===== src/hdl/fcpu_pkg.sv =====
`default_nettype none

package fcpu_pkg;

	// Register file shape
	localparam int unsigned NUM_REGS  = 5;
	localparam int unsigned REG_IDX_W = 3;

	// Field widths fixed by the instruction format
	localparam int unsigned CMD_W  = 5;
	localparam int unsigned ADDR_W = 6;
	localparam int unsigned LINE_W = 8;
	localparam int unsigned WORD_W = 32;
	localparam int unsigned BYTE_W = 8;

	// Decoded operations; codes above CMD_HLT act as a no-op
	typedef enum logic [CMD_W-1:0] {
		CMD_MOVRI = 5'd0,
		CMD_MOVRR = 5'd1,
		CMD_STR   = 5'd2,
		CMD_LDR   = 5'd3,
		CMD_STC   = 5'd4,
		CMD_ADDI  = 5'd5,
		CMD_ADDR  = 5'd6,
		CMD_ADDM  = 5'd7,
		CMD_SUBI  = 5'd8,
		CMD_SUBR  = 5'd9,
		CMD_SUBM  = 5'd10,
		CMD_JMP   = 5'd11,
		CMD_JMPZ  = 5'd12,
		CMD_JPN   = 5'd13,
		CMD_JPNLE = 5'd14,
		CMD_PRNR  = 5'd15,
		CMD_PRNM  = 5'd16,
		CMD_HLT   = 5'd17
	} cmd_t;

	typedef enum logic [1:0] {
		ERR_NONE = 2'd0,
		ERR_ADDR = 2'd1,
		ERR_JUMP = 2'd2
	} err_t;

	// One result beat
	typedef struct packed {
		logic [LINE_W-1:0] next_line;
		logic              halted;
		err_t              error;
		logic              print_valid;
		logic [WORD_W-1:0] print_value;
	} res_t;

	// State update produced by one instruction
	typedef struct packed {
		logic                 rf_we;
		logic [REG_IDX_W-1:0] rf_idx;
		logic [WORD_W-1:0]    rf_data;
		logic                 dm_we;
		logic [ADDR_W-1:0]    dm_addr;
		logic [BYTE_W-1:0]    dm_data;
	} wb_t;

endpackage

`default_nettype wire


===== src/hdl/fcpu_exec.sv =====
`default_nettype none

module fcpu_exec (
	input  wire logic [fcpu_pkg::CMD_W-1:0]     command,
	input  wire logic [fcpu_pkg::REG_IDX_W-1:0] dest_reg,
	input  wire logic [fcpu_pkg::REG_IDX_W-1:0] src_reg,
	input  wire logic [fcpu_pkg::ADDR_W-1:0]    mem_address,
	input  wire logic [fcpu_pkg::WORD_W-1:0]    immediate,
	input  wire logic [fcpu_pkg::LINE_W-1:0]    jump_line,
	input  wire logic                           addr_ok,
	input  wire logic [fcpu_pkg::WORD_W-1:0]    dest_val,
	input  wire logic [fcpu_pkg::WORD_W-1:0]    src_val,
	input  wire logic [fcpu_pkg::BYTE_W-1:0]    mem_val,
	input  wire logic [fcpu_pkg::LINE_W-1:0]    line,
	input  wire logic [fcpu_pkg::LINE_W-1:0]    program_lines,
	output fcpu_pkg::res_t                      res,
	output fcpu_pkg::wb_t                       wb
);
	import fcpu_pkg::*;

	cmd_t              cmd;
	logic              is_mem;
	logic              jump;
	logic              rf_wr;
	logic [REG_IDX_W-1:0] rf_idx;
	logic [WORD_W-1:0] mem_word;

	assign cmd      = cmd_t'(command);
	assign is_mem   = cmd inside {CMD_STR, CMD_LDR, CMD_STC, CMD_ADDM, CMD_SUBM, CMD_PRNM};
	assign mem_word = {{(WORD_W-BYTE_W){1'b0}}, mem_val};

	// Execute one instruction: result and state update
	always_comb begin
		res             = '0;
		res.error       = ERR_NONE;
		res.next_line   = line + 8'd1;
		wb              = '0;
		wb.dm_addr      = mem_address;
		jump            = 1'b0;
		rf_wr           = 1'b0;
		rf_idx          = dest_reg;

		if (is_mem && !addr_ok) begin
			res.error     = ERR_ADDR;
			res.next_line = line;
		end else begin
			case (cmd)
				CMD_MOVRI: begin
					rf_wr      = 1'b1;
					wb.rf_data = immediate;
				end
				CMD_MOVRR: begin
					rf_wr      = 1'b1;
					rf_idx     = src_reg;
					wb.rf_data = dest_val;
				end
				CMD_STR: begin
					wb.dm_we   = 1'b1;
					wb.dm_data = dest_val[BYTE_W-1:0];
				end
				CMD_LDR: begin
					rf_wr      = 1'b1;
					wb.rf_data = mem_word;
				end
				CMD_STC: begin
					wb.dm_we   = 1'b1;
					wb.dm_data = immediate[BYTE_W-1:0];
				end
				CMD_ADDI: begin
					rf_wr      = 1'b1;
					wb.rf_data = dest_val + immediate;
				end
				CMD_ADDR: begin
					rf_wr      = 1'b1;
					wb.rf_data = dest_val + src_val;
				end
				CMD_ADDM: begin
					rf_wr      = 1'b1;
					wb.rf_data = dest_val + mem_word;
				end
				CMD_SUBI: begin
					rf_wr      = 1'b1;
					wb.rf_data = dest_val - immediate;
				end
				CMD_SUBR: begin
					rf_wr      = 1'b1;
					wb.rf_data = dest_val - src_val;
				end
				CMD_SUBM: begin
					rf_wr      = 1'b1;
					wb.rf_data = dest_val - mem_word;
				end
				CMD_JMP, CMD_JPN: begin
					jump = 1'b1;
				end
				CMD_JMPZ: begin
					jump = (dest_val == '0);
				end
				CMD_JPNLE: begin
					jump = (dest_val == '0) || dest_val[WORD_W-1];
				end
				CMD_PRNR: begin
					res.print_valid = 1'b1;
					res.print_value = dest_val;
				end
				CMD_PRNM: begin
					res.print_valid = 1'b1;
					res.print_value = mem_word;
				end
				CMD_HLT: begin
					res.halted    = 1'b1;
					res.next_line = line;
				end
				default: begin
				end
			endcase

			// Check the target of a taken jump
			if (jump) begin
				if (jump_line == '0 || jump_line > program_lines) begin
					res.error     = ERR_JUMP;
					res.next_line = line;
				end else begin
					res.next_line = jump_line - 8'd1;
				end
			end
		end

		// Drop writes to register numbers beyond the file
		wb.rf_idx = rf_idx;
		wb.rf_we  = rf_wr && ({1'b0, rf_idx} < 4'(NUM_REGS));
	end

endmodule

`default_nettype wire


===== src/hdl/five_register_toy_cpu_execute.sv =====
`default_nettype none

// Executes one decoded instruction per beat against five 32-bit registers,
// a byte data memory of MEM_BYTES entries and an 8-bit line counter, and
// returns one result beat per instruction (next line, halt, error, print).
// An instruction is read out of the register file and data memory in the
// cycle it is taken, then executed, written back and placed in the output
// register when execute advances, which waits while an earlier result is
// held unaccepted; a new command is taken every cycle while results drain.
// Back-to-back dependences are served by forwarding the write-back of the
// previous instruction into the operand registers, so there is no bubble.
// Both memories come out of reset reading as zero with no clearing pass.
// program_lines may only be written while no instruction is in flight.
module five_register_toy_cpu_execute #(
	parameter int unsigned MEM_BYTES = 64
) (
	input  wire logic                                clk,
	input  wire logic                                arst_n,
	input  wire logic                                cfg_wr_en,
	input  wire logic [fcpu_pkg::LINE_W-1:0]         cfg_wr_data,
	input  wire logic                                cmd_valid,
	output logic                                     cmd_ready,
	input  wire logic [fcpu_pkg::CMD_W-1:0]          command,
	input  wire logic [fcpu_pkg::REG_IDX_W-1:0]      dest_reg,
	input  wire logic [fcpu_pkg::REG_IDX_W-1:0]      src_reg,
	input  wire logic [fcpu_pkg::ADDR_W-1:0]         mem_address,
	input  wire logic signed [fcpu_pkg::WORD_W-1:0]  immediate,
	input  wire logic [fcpu_pkg::LINE_W-1:0]         jump_line,
	output logic                                     res_valid,
	input  wire logic                                res_ready,
	output logic [fcpu_pkg::LINE_W-1:0]              next_line,
	output logic                                     halted,
	output logic [1:0]                               error,
	output logic                                     print_valid,
	output logic signed [fcpu_pkg::WORD_W-1:0]       print_value
);
	import fcpu_pkg::*;

	localparam int unsigned       AW        = (MEM_BYTES > 1) ? $clog2(MEM_BYTES) : 1;
	localparam logic [ADDR_W:0]   MEM_LIMIT = (ADDR_W+1)'(MEM_BYTES);

	// Handshake and control
	logic cmd_accept;
	logic s1_adv;
	logic vld_s1;
	logic res_valid_q;

	// Instruction in execute
	logic [CMD_W-1:0]     cmd_s1;
	logic [REG_IDX_W-1:0] rd_s1;
	logic [REG_IDX_W-1:0] rs_s1;
	logic [ADDR_W-1:0]    addr_s1;
	logic [WORD_W-1:0]    imm_s1;
	logic [LINE_W-1:0]    jl_s1;

	// Architectural state
	logic [LINE_W-1:0] line_q;
	logic [LINE_W-1:0] prog_lines_q;

	// Register file and its read side
	logic [WORD_W-1:0]  rf_mem [NUM_REGS];
	logic [NUM_REGS-1:0] rf_vld_q;
	logic [WORD_W-1:0]  rf_d_s1;
	logic [WORD_W-1:0]  rf_s_s1;
	logic               d_ok_s1;
	logic               s_ok_s1;
	logic               d_fwd_s1;
	logic               s_fwd_s1;
	logic [WORD_W-1:0]  rf_fwd_s1;
	logic               rd_in_range;
	logic               rs_in_range;

	// Data memory and its read side
	logic [BYTE_W-1:0]    dm_mem [MEM_BYTES];
	logic [MEM_BYTES-1:0] dm_vld_q;
	logic [BYTE_W-1:0]    dm_rd_s1;
	logic                 m_ok_s1;
	logic                 m_fwd_s1;
	logic [BYTE_W-1:0]    dm_fwd_s1;
	logic                 addr_in_ok;
	logic                 addr_ok_s1;

	// Operands and execute outputs
	logic [WORD_W-1:0] dest_val;
	logic [WORD_W-1:0] src_val;
	logic [BYTE_W-1:0] mem_val;
	res_t              ex_res;
	wb_t               wb;
	res_t              res_q;

	// Handshake: execute moves on when the output register is free or drains
	assign s1_adv     = vld_s1 && (!res_valid_q || res_ready);
	assign cmd_ready  = !vld_s1 || s1_adv;
	assign cmd_accept = cmd_valid && cmd_ready;

	assign rd_in_range = ({1'b0, dest_reg} < (REG_IDX_W+1)'(NUM_REGS));
	assign rs_in_range = ({1'b0, src_reg} < (REG_IDX_W+1)'(NUM_REGS));
	assign addr_in_ok  = ({1'b0, mem_address} < MEM_LIMIT);
	assign addr_ok_s1  = ({1'b0, addr_s1} < MEM_LIMIT);

	// Control registers
	always_ff @(posedge clk or negedge arst_n) begin
		if (!arst_n) begin
			vld_s1       <= 1'b0;
			res_valid_q  <= 1'b0;
			line_q       <= '0;
			prog_lines_q <= 8'd255;
			rf_vld_q     <= '0;
			dm_vld_q     <= '0;
		end else begin
			if (cmd_accept) begin
				vld_s1 <= 1'b1;
			end else if (s1_adv) begin
				vld_s1 <= 1'b0;
			end
			if (s1_adv) begin
				res_valid_q <= 1'b1;
				line_q      <= ex_res.next_line;
			end else if (res_ready) begin
				res_valid_q <= 1'b0;
			end
			if (cfg_wr_en) begin
				prog_lines_q <= cfg_wr_data;
			end
			if (s1_adv && wb.rf_we) begin
				rf_vld_q[wb.rf_idx] <= 1'b1;
			end
			if (s1_adv && wb.dm_we) begin
				dm_vld_q[wb.dm_addr[AW-1:0]] <= 1'b1;
			end
		end
	end

	// Capture the command and forwarding flags on a beat
	always_ff @(posedge clk) begin
		if (cmd_accept) begin
			cmd_s1    <= command;
			rd_s1     <= dest_reg;
			rs_s1     <= src_reg;
			addr_s1   <= mem_address;
			imm_s1    <= immediate;
			jl_s1     <= jump_line;
			d_ok_s1   <= rd_in_range ? rf_vld_q[dest_reg] : 1'b0;
			s_ok_s1   <= rs_in_range ? rf_vld_q[src_reg] : 1'b0;
			m_ok_s1   <= addr_in_ok ? dm_vld_q[mem_address[AW-1:0]] : 1'b0;
			d_fwd_s1  <= s1_adv && wb.rf_we && (wb.rf_idx == dest_reg);
			s_fwd_s1  <= s1_adv && wb.rf_we && (wb.rf_idx == src_reg);
			m_fwd_s1  <= s1_adv && wb.dm_we && (wb.dm_addr == mem_address);
			rf_fwd_s1 <= wb.rf_data;
			dm_fwd_s1 <= wb.dm_data;
		end
	end

	// Register file: two registered reads, one write
	always_ff @(posedge clk) begin
		if (cmd_accept && rd_in_range) begin
			rf_d_s1 <= rf_mem[dest_reg];
		end
		if (cmd_accept && rs_in_range) begin
			rf_s_s1 <= rf_mem[src_reg];
		end
		if (s1_adv && wb.rf_we) begin
			rf_mem[wb.rf_idx] <= wb.rf_data;
		end
	end

	// Data memory: one registered read, one write
	always_ff @(posedge clk) begin
		if (cmd_accept && addr_in_ok) begin
			dm_rd_s1 <= dm_mem[mem_address[AW-1:0]];
		end
		if (s1_adv && wb.dm_we) begin
			dm_mem[wb.dm_addr[AW-1:0]] <= wb.dm_data;
		end
	end

	// Select operands: forwarded write, stored entry, or reset zero
	assign dest_val = d_fwd_s1 ? rf_fwd_s1 : (d_ok_s1 ? rf_d_s1 : '0);
	assign src_val  = s_fwd_s1 ? rf_fwd_s1 : (s_ok_s1 ? rf_s_s1 : '0);
	assign mem_val  = m_fwd_s1 ? dm_fwd_s1 : (m_ok_s1 ? dm_rd_s1 : '0);

	fcpu_exec u_exec (
		.command       (cmd_s1),
		.dest_reg      (rd_s1),
		.src_reg       (rs_s1),
		.mem_address   (addr_s1),
		.immediate     (imm_s1),
		.jump_line     (jl_s1),
		.addr_ok       (addr_ok_s1),
		.dest_val      (dest_val),
		.src_val       (src_val),
		.mem_val       (mem_val),
		.line          (line_q),
		.program_lines (prog_lines_q),
		.res           (ex_res),
		.wb            (wb)
	);

	// Output register: load on advance, hold while stalled
	always_ff @(posedge clk) begin
		if (s1_adv) begin
			res_q <= ex_res;
		end
	end

	assign res_valid   = res_valid_q;
	assign next_line   = res_q.next_line;
	assign halted      = res_q.halted;
	assign error       = res_q.error;
	assign print_valid = res_q.print_valid;
	assign print_value = res_q.print_value;

`ifndef SYNTH
	// An instruction that reports an error leaves all state untouched
	a_err_no_write: assert property (@(posedge clk) disable iff (!arst_n)
		(vld_s1 && ex_res.error != ERR_NONE) |-> (!wb.rf_we && !wb.dm_we))
		else $error("state write on an erroring instruction");

	// The line counter follows the most recent result beat
	a_line_tracks: assert property (@(posedge clk) disable iff (!arst_n)
		res_valid_q |-> (line_q == res_q.next_line))
		else $error("line counter out of step with result");

	// Register writes never target a missing register
	a_rf_idx: assert property (@(posedge clk) disable iff (!arst_n)
		wb.rf_we |-> ({1'b0, wb.rf_idx} < (REG_IDX_W+1)'(NUM_REGS)))
		else $error("register write beyond file");

	// A beat without a print carries a zero value
	a_print_zero: assert property (@(posedge clk) disable iff (!arst_n)
		(res_valid_q && !res_q.print_valid) |-> (res_q.print_value == '0))
		else $error("print value set without print");
`endif

endmodule

`default_nettype wire


===== config.mk =====
export PLATFORM = sky130hd
export DESIGN_NAME = five_register_toy_cpu_execute
export DESIGN_NICKNAME = d
export VERILOG_FILES = /design/src/hdl/fcpu_pkg.sv /design/src/hdl/fcpu_exec.sv /design/src/hdl/five_register_toy_cpu_execute.sv
export SDC_FILE = /design/constraint.sdc
export NUM_CORES = 1
export LEC_CHECK = 0
export ABC_CLOCK_PERIOD_IN_PS = 5970
export BUFFER_PORTS_ARGS = -buffer_cell sky130_fd_sc_hd__buf_2
export CORE_MARGIN = 2
export CORE_UTILIZATION = 54
export CTS_BUF_LIST = sky130_fd_sc_hd__clkbuf_4 sky130_fd_sc_hd__clkbuf_8
export DETAILED_ROUTE_END_ITERATION = 12
export PLACE_DENSITY = 0.78
export SYNTH_ARGS = -nofsm -noshare
export SYNTH_HDL_FRONTEND = slang
export SYNTH_SLANG_ARGS = --single-unit
export TNS_END_PERCENT = 10

===== constraint.sdc =====
create_clock -name clk -period 5.97 [get_ports clk]
set_clock_uncertainty 0.05 [all_clocks]
set_input_delay 0.597 -clock clk [delete_from_list [all_inputs] [get_ports clk]]
set_output_delay 0.597 -clock clk [all_outputs]
set_load 0.02 [all_outputs]

After elaboration in Yosys (flattened, before gate mapping)
Memory sizes are Yosys's and may differ from the RTL's. A register that Yosys moved wholly into a read port is not among the register bits.
Cells that the tools add are included.
{ "word_totals": {"ff_bits": 234, "input_bits": 70, "mem_bits_rw": 672, "memories": 2, "output_inout_bits": 46, "elab_cells": 129} }
{ "memory_table": {"columns": ["name", "words", "width", "rd", "rd_ports_with_merged_regs", "write_ports", "line_no", "rtl"], "rows": [
  ["dm_mem", 64, 8, 1, 1, 1, "five_register_toy_cpu_execute.sv:74", "logic [BYTE_W-1:0] dm_mem [MEM_BYTES];"],
  ["rf_mem", 5, 32, 2, 2, 1, "five_register_toy_cpu_execute.sv:61", "logic [WORD_W-1:0] rf_mem [NUM_REGS];"]
]} }
{ "classes": {"n_reduce_logical": 26, "n_addsub": 8, "bitwise": 2, "mux": 35, "n_lt_le_gt_ge": 11, "n_eq_ne": 20} }
{ "ops": {"columns": ["cell", "count"], "rows": [
  ["$pmux 32 s9", 1],
  ["$mux 32", 4],
  ["$pmux 33 s2", 1],
  ["$add 32x32->32", 2],
  ["$or 64x64->64", 1],
  ["$sub 32x32->32", 2],
  ["$eq 5x4->1 const B", 8],
  ["$add 32x8->32", 1],
  ["$logic_not 32->1", 1],
  ["$mux 8", 4],
  ["$sub 32x8->32", 1],
  ["$eq 5x3->1 const B", 4],
  ["$pmux 8 s2", 1],
  ["$mux 1", 15],
  ["$lt 6x7->1 const B", 2],
  ["$logic_and 1x1->1", 12],
  ["$lt 3x4->1 const B", 3],
  ["$eq 5x2->1 const B", 2],
  ["$eq 5x5->1 const B", 2],
  ["$lt 3x3->1 const B", 3],
  ["$mux 9", 1],
  ["$reduce_or 9->1", 1],
  ["$add 8x1->8 const B", 1],
  ["$gt 8x8->1", 1],
  ["20 further kinds", 28]
]} }

Longest topological paths before layout
Gate-level depths: netlist (run 1).
{ "depth": {"ltp_word": 7, "depth_mapped": 25, "mapped_depth_nobuf": 21} }

Modules after synthesis
From an unflattened synthesis (run 1), not the netlist that was laid out.
{ "unflattened": {"cells_unflattened": 2733, "hier_area_um2": 43650.6} }
{ "modules_own_cells": {"columns": ["module", "cells_per_inst", "seq_area_each_um2", "n_inst", "area_per_inst_um2"], "rows": [
  ["five_register_toy_cpu_execute", 1844, 28942.8, 1, 38076.5],
  ["fcpu_exec", 889, 0.0, 1, 5574.1]
]} }

Least setup slack after synthesis (run 1)
No wires, ideal clock.
{ "synth_path": {"kind": "register to register", "startpoint": "reg s_fwd_s1", "endpoint": "reg rf_fwd_s1[31], data pin", "path_stages_with_launch": 26, "period_less_slack_ns": 5.451, "setup_time_ns": 0.291, "required_time_ns": 5.629, "n_path_buf": 6, "arrival_ns": 5.110, "setup_slack_ns": 0.519, "path_cell_list": "edfxtp_1 -> buf_2 -> clkbuf_1 -> clkbuf_1 -> clkbuf_1 -> a22oi_1 -> ha_1 -> inv_1 -> a221oi_2 -> nor4b_4 -> and4b_1 -> buf_2 -> o2111ai_1 -> xor2_1 -> o221ai_1 -> o22ai_1 -> ha_1 -> clkbuf_1 -> nand4_1 -> nor3_1 -> a22o_1 -> a31oi_1 -> a211o_1 -> o41ai_1 -> or4_1 -> nand3_1"} }
{ "synth_rtl": {"columns": ["element", "line_no", "rtl"], "rows": [
  ["from (decl)", "five_register_toy_cpu_execute.sv:68", "logic s_fwd_s1;"],
  ["from (signal assigned)", "five_register_toy_cpu_execute.sv:147", "s_fwd_s1 <= s1_adv && wb.rf_we && (wb.rf_idx == src_reg);"],
  ["to (signal assigned)", "five_register_toy_cpu_execute.sv:149", "rf_fwd_s1 <= wb.rf_data;"],
  ["to (decl)", "five_register_toy_cpu_execute.sv:69", "logic [WORD_W-1:0] rf_fwd_s1;"]
]} }

==> metrics.txt, run 1 <==
dpl hpwl=82.6 mm; Final setup viols=0; largest net degree at the start of global routing=102; area of the core=0.0804 mm²; critical path class=reg2reg; Storage cell area=0.0289 mm²; Layout Nets=3,074; ys flop type=edfxtp_1; Min-Delay Path Class=in2reg; Hold Path Origin=cfg_wr_en; number of library cell types mapped by synthesis=97; Die Height=289 µm; Hold Vio Cnt, Final=0; layout cell share with drive strength beyond 1=29.9%; Total Wirelength=123 mm; Critical Path Start=s_fwd_s1; worst-case clock buffer depth=3; WP data required=6.43 ns; H-tree levels=4; Filler cells=5,543; die area=0.0833 mm²; Slew @ Worst Pin=1.29 ns; number of CTS-inserted buffers=154; Mapped Area=0.0438 mm²; Final Core Density=62.1%; Starting Density=54.4%; flops & latches, synth=977; Worst VDD drop=0.254 mV; crit path max fanout=9; Rows=104; CTS tree=yes; Pleak=16.5 nW; period utilisation layout=95.9%; post-DR wirelength/cell=29.6 µm; Synth Area per Inst=16.4 µm²; Die W=289 µm; residual DRC count=0; startpoint class of the critical path=flip-flop; Seq/Total Area, Yosys=66.1%; first-pass detailed-route iteration total=7; Reg2Reg Launch Point=s_fwd_s1; yosys warns=0; vias in the first global route=27.2k; WHS Path Cells=2; first-pass GRT wire length=180 mm; fin crit period=5.72 ns; worst path arrival time=6.18 ns; Syn Inst Count=2,672; Vias/cell=6.60; pwr/cell area=311 mW/mm²; setup TNS=0 ns; worst-skew pair later-pin latency=0.85 ns; Initial DRC Count=3,830; CTS root buf=clkbuf_8; cell count of the worst reg-to-reg path=23; Clk pin slew, worst setup/hold paths=0.07 ns; Slew headroom=13.7%; maxcap violations=0; Global Route Usage Sum=29.8%; Worst Setup End Kind=flip-flop; area grow syn2layout=14.2%; run status=complete, no violations; grt total ovfl=0; asr flop ratio synth=8.90%; Sink Count=977; Post-synth EDFFs=890; via count=27.4k; multi-input logic area=0.0143 mm²; Routed Antenna Nets=0; number of buffers added on ports=114; GPL Wtd Cong=0.960; num ports=116; fmax=0.175 GHz; post-synth net total=2,788; number of antenna violations at the first check in global routing=4; RSZ-0062 raised after global routing=no; Final Max Slew Viols=0
[through the flow]
step	power, mW	setup slack, ns	instance area, µm²	hold WS (ns)	instances
final	15.5	0.247	50000	0.0728	4149
after global routing	16.0	0.0196	50000	0.0661	4148
after CTS	15.6	0.0616	49900	0.00747	4140
after detailed placement	9.65	0.110	45900	0.399	3789
after global placement	9.61	0.176	45900	0.394	3789
after floorplan	9.02	0.519	43800	0.251	2672
[flip-flops by register name (all words and copies together) (netlist names), 3 cells and up]
signal	flops
dm_rd_s1	8
cmd_s1	5
dm_mem	512
rf_s_s1	32
rd_s1	3
line_q	8
jl_s1	8
print_value	32
imm_s1	32
dm_vld_q	64
rs_s1	3
rf_vld_q	5
rf_fwd_s1	32
dm_fwd_s1	8
addr_s1	6
next_line	8
rf_mem	160
prog_lines_q	8
rf_d_s1	32
[logic make-up after synthesis]
kind of cell / count (synthesis) / synth area share (%)
flops: 977 / 66.1
simple gates: 577 / 6.91
compound gates: 451 / 6.98
mux: 332 / 15.1
buf+inv: 200 / 1.88
xor+xnor: 88 / 1.76
fa+ha+maj: 46 / 1.33
other cells: 1 / 0.00857
[worst max-delay path, stage by stage (launching register included)]
cell,delay (ns)
edfxtp_1,0.53
buf_4,0.21
a22o_1,0.25
inv_1,0.07
ha_1,0.13
inv_1,0.06
a221oi_2,0.29
nor4b_4,0.39
buf_4,0.19
nand3b_1,0.08
xor2_1,0.17
o221ai_1,0.34
a21o_1,0.16
o221ai_1,0.10
ha_1,0.36
buf_4,0.16
a21oi_1,0.07
o211ai_1,0.21
a221o_1,0.23
nor3_1,0.06
a211o_1,0.38
o41ai_2,0.52
or4_1,0.19
nand3_1,0.19
[Yosys cell counts, drive strengths merged (6+ instances only)]
| cell | count | share of area (%) |
|---|---|---|
| a31oi | 6 | 0.086 |
| nand2b | 13 | 0.19 |
| nor2 | 153 | 1.3 |
| o221ai | 25 | 0.50 |
| a21o | 12 | 0.21 |
| nand3 | 38 | 0.43 |
| inv | 58 | 0.50 |
| o22ai | 31 | 0.44 |
| mux4 | 255 | 13 |
| o31ai | 6 | 0.10 |
| or2 | 76 | 1.1 |
| mux2 | 65 | 1.7 |
| ha | 45 | 1.3 |
| a211oi | 9 | 0.15 |
| o21a | 16 | 0.27 |
| o21ai | 112 | 1.3 |
| a22oi | 65 | 1.1 |
| xnor2 | 58 | 1.2 |
| nor4 | 30 | 0.47 |
| and2 | 11 | 0.16 |
| a222oi | 7 | 0.16 |
| edfxtp | 890 | 61 |
| a21boi | 7 | 0.12 |
| clkbuf | 101 | 0.96 |
| a221oi | 14 | 0.29 |
| xor2 | 30 | 0.60 |
| nand3b | 13 | 0.23 |
| mux2i | 12 | 0.27 |
| buf | 41 | 0.42 |
| and3 | 13 | 0.19 |
| a22o | 18 | 0.36 |
| nor2b | 24 | 0.34 |
| a221o | 7 | 0.16 |
| o211ai | 8 | 0.15 |
| or3 | 11 | 0.18 |
| dfstp | 8 | 0.48 |
| nor3b | 7 | 0.16 |
| dfrtp | 79 | 4.5 |
| nand4 | 15 | 0.23 |
| nor3 | 37 | 0.47 |
| a21oi | 71 | 0.82 |
| nand2 | 116 | 0.99 |
[repair_timing]
action | 4_1_cts | 5_1_grt
setup buffers | 0 | 5
gates resized for setup | 0 | 12
setup endpoints to repair | 0 | 48
hold endpoints to repair | 84 | 0
hold buffers | 68 | 0
[layout by cell type (no fill, tap or decap), drive strengths merged, types with 11 or more instances in the layout]
cell | Yosys | layout
a22oi | 65 | 65
nor2b | 24 | 24
nand3 | 38 | 38
nor2 | 153 | 153
nor4 | 30 | 30
a21oi | 71 | 71
o21ai | 112 | 112
and3 | 13 | 13
nor3 | 37 | 37
nand2b | 13 | 13
xnor2 | 58 | 58
mux4 | 255 | 255
a22o | 18 | 18
and2 | 11 | 11
nand3b | 13 | 13
or3 | 11 | 11
clkinv | 0 | 46
edfxtp | 890 | 890
o22ai | 31 | 31
inv | 58 | 67
mux2 | 65 | 65
o221ai | 25 | 25
or2 | 76 | 76
mux2i | 12 | 12
ha | 45 | 45
o21a | 16 | 16
a221oi | 14 | 14
buf | 41 | 204
xor2 | 30 | 30
dfrtp | 79 | 79
nand4 | 15 | 15
nand2 | 116 | 116
dlygate4sd3 | 0 | 68
a21o | 12 | 12
clkbuf | 101 | 218
[final timing paths]
check | endpoint | slack (ns)
worst max-delay path | rf_mem[4][31] | 0.25
worst min-delay path | prog_lines_q[7] | 0.07
worst max register to register | rf_mem[4][31] | 0.25
worst min register to register | dm_vld_q[14] | 0.41
max in group asynchronous | line_q[5] | 4.44
min in group asynchronous | dm_vld_q[56] | 0.20
[routing by layer]
layer	up-vias	part of all wire (%)	GRT usage, %
met3	231	12	7.32
met1	13945	41	44.3
met5	-	0.0073	0
li1	11367	-	-
met4	2	2.7	9.66
met2	1857	45	43.9
[report_power, final]
part | total (mW) | switching, mW | internal, mW
Clock | 5.92 | 2.72 | 3.20
Combinational | 1.76 | 1.08 | 0.678
Sequential | 7.85 | 0.174 | 7.68
[area by class of cell]
type                       count  share of cell area [%]
clock buffer                 218                    5.34
timing repair buffer         272                    4.02
clock inverter                65                    1.15
sequential                   977                    57.9
multi-input combinational   1495                    28.5
antenna                        4                  0.0200
inverter                      58                   0.441
tap                         1060                    2.65
Power figures use the tool's default switching activity.
==> inputs of run 2 (changes only) <==
Settings changed: CAP_MARGIN set to 20, MAX_ROUTING_LAYER set to met4.
==> metrics.txt, run 2 (synthesis results as in run 1) <==
Hold Vio Cnt, Final=0; CTS root buf=clkbuf_8; Final Max Slew Viols=0; hold endpoint=imm_s1[10]; area grow syn2layout=13.6%; WHS Path Cells=1; Slew headroom=23.8%; Worst Setup End Kind=flip-flop; num ports=116; WP data required=6.34 ns; Top Metal Used=met4; multi-input logic area=0.0142 mm²; met2 WL post-DR=54.4 mm; Sink Count=977; Rows=104; cell count of the worst reg-to-reg path=17; worst-path cell chain=buf_4, nand2b_1, o21ai_0, nor3_1, and2_1, xnor2_1, o221ai_1, a21o_1, o221ai_1, ha_1, nand4_1, nor4_1, a22o_1, a31oi_1, a211o_1, xor2_1, o221ai_1; Met1 Wirelength=50.9 mm; max reg flops=512; residual DRC count=0; die area=0.0833 mm²; critical path class=reg2reg; Reg2Reg Capture Point=rf_mem[3][25]; CP max-delay cell=o221ai_1; worst path arrival time=6.09 ns; number of antenna violations at the first check in global routing=9; Hold Path Origin=immediate[10]; run status=complete, no violations; Pleak=16.4 nW; GPL Wtd Cong=1.03; setup bufs post-CTS=0; Min-Delay Path Class=in2reg; layout cell share with drive strength beyond 1=29.6%; largest net degree at the start of global routing=104; startpoint class of the critical path=flip-flop; setup TNS=0 ns; via count=27.4k; pwr/cell area=307 mW/mm²; worst-case clock buffer depth=3; post-DR wirelength/cell=29.6 µm; Routed Antenna Nets=0; first-pass detailed-route iteration total=6; Starting Density=54.4%; maxcap violations=0; area of the core=0.0804 mm²; period utilisation layout=95.9%; Die Height=289 µm; grt total ovfl=0; Storage cell area=0.0289 mm²; Global Route Usage Sum=30.4%; vias in the first global route=26.8k; first-pass GRT wire length=178 mm; Filler cells=5,684; number of CTS-inserted buffers=153; worst-skew pair later-pin latency=0.82 ns; Clk pin slew, worst setup/hold paths=0.06 ns; dpl hpwl=82.8 mm; CP most frequent cell=o221ai_1; Layout Nets=3,068; fmax=0.175 GHz; Worst VDD drop=0.205 mV; Vias/cell=6.60; H-tree levels=4; Die W=289 µm; RSZ-0062 raised after global routing=no; WP buf/inv=1; Post-Layout Inst Area=0.0497 mm²; commonest non-fill, non-tap cell in the layout=edfxtp_1; Slew @ Worst Pin=1.13 ns; CP max stage delay=0.83 ns; Reg2Reg Launch Point=s_ok_s1; cell family with most CP delay=compound AO/OA/AOI/OAI gates; met3 routed WL=14.9 mm; dpl cell area=0.0460 mm²; CTS tree=yes; Total Wirelength=123 mm; commonest non-fill, non-tap cells in the layout=890 x edfxtp_1, 255 x mux4_2, 165 x clkbuf_8; Initial DRC Count=3,722; number of buffers added on ports=114; Final setup viols=0; fin crit period=5.73 ns; R2R Setup Slk=0.24 ns; crit path max fanout=9
==> run 2: cell count changes in the layout (fill, tap and decap cells not counted), moves of 3 or more <==
| cell | previous run | this run |
|---|---|---|
| bufinv_16 | 6 | 2 |
| dlygate4sd3_1 | 68 | 58 |
| buf_4 | 86 | 91 |
| diode_2 | 4 | 7 |
| clkinv_8 | 3 | 6 |
| clkbuf_4 | 53 | 49 |
| clkinv_1 | 28 | 37 |
==> run 2: through the flow <==
step | total power, mW | utilization, % | hold WS [ns] | instances | worst slack [ns]
global placement | 9.63 | 57.2 | 0.395 | 3798 | 0.253
detailed placement | 9.67 | 57.2 | 0.397 | 3798 | 0.229
finish | 15.3 | 61.8 | 0.0748 | 4145 | 0.244
CTS | 15.3 | 61.8 | 0.00450 | 4137 | 0.159
global route | 15.8 | 61.8 | 0.0223 | 4144 | 0.0399
floorplan | 9.02 | - | 0.251 | 2672 | 0.519
==> run 2: worst max-delay path by stage <==
| stage | start | end | slack (ns) | cells after the start |
|---|---|---|---|---|
| after CTS | s_fwd_s1 | rf_mem[4][24] | 0.16 | 18 |
| after floorplan | s_fwd_s1 | rf_fwd_s1[31] | 0.52 | 25 |
| after global routing | s_ok_s1 | rf_mem[2][26] | 0.04 | 19 |
| after detailed placement | s_fwd_s1 | rf_mem[4][24] | 0.23 | 18 |
| final | s_ok_s1 | rf_mem[3][25] | 0.24 | 17 |
| after global placement | s_fwd_s1 | rf_mem[2][28] | 0.25 | 19 |
==> run 2: timing repair <==
action / in CTS / in global routing
setup endpoints to repair: 0 / 29
hold buffers: 58 / 0
hold endpoints to repair: 82 / 0
gates resized for setup: 0 / 5
==> run 2: per-layer routing <==
metal | up-vias | global-route usage, %
met5 | - | -
met4 | 0 | 8.45
met3 | 206 | 8.11
met2 | 1777 | 42.1
met1 | 14007 | 44.8
li1 | 11365 | -
==> run 2: cell type report <==
type | count | share of cell area (%)
Sequential cell | 977 | 58.1
Multi-Input combinational cell | 1495 | 28.6
Clock buffer | 213 | 5.29
Timing Repair Buffer | 267 | 3.87
Tap cell | 1060 | 2.67
Clock inverter | 68 | 0.966
Inverter | 58 | 0.443
Antenna cell | 7 | 0.0352
==> run 2: where the power goes <==
part	leakage (nW)	internal [mW]	total [mW]	switching (mW)
combinational	6.03	0.675	1.76	1.09
clock	1.63	2.99	5.66	2.67
sequential	8.71	7.68	7.86	0.178
total	16.4	11.3	15.3	3.94
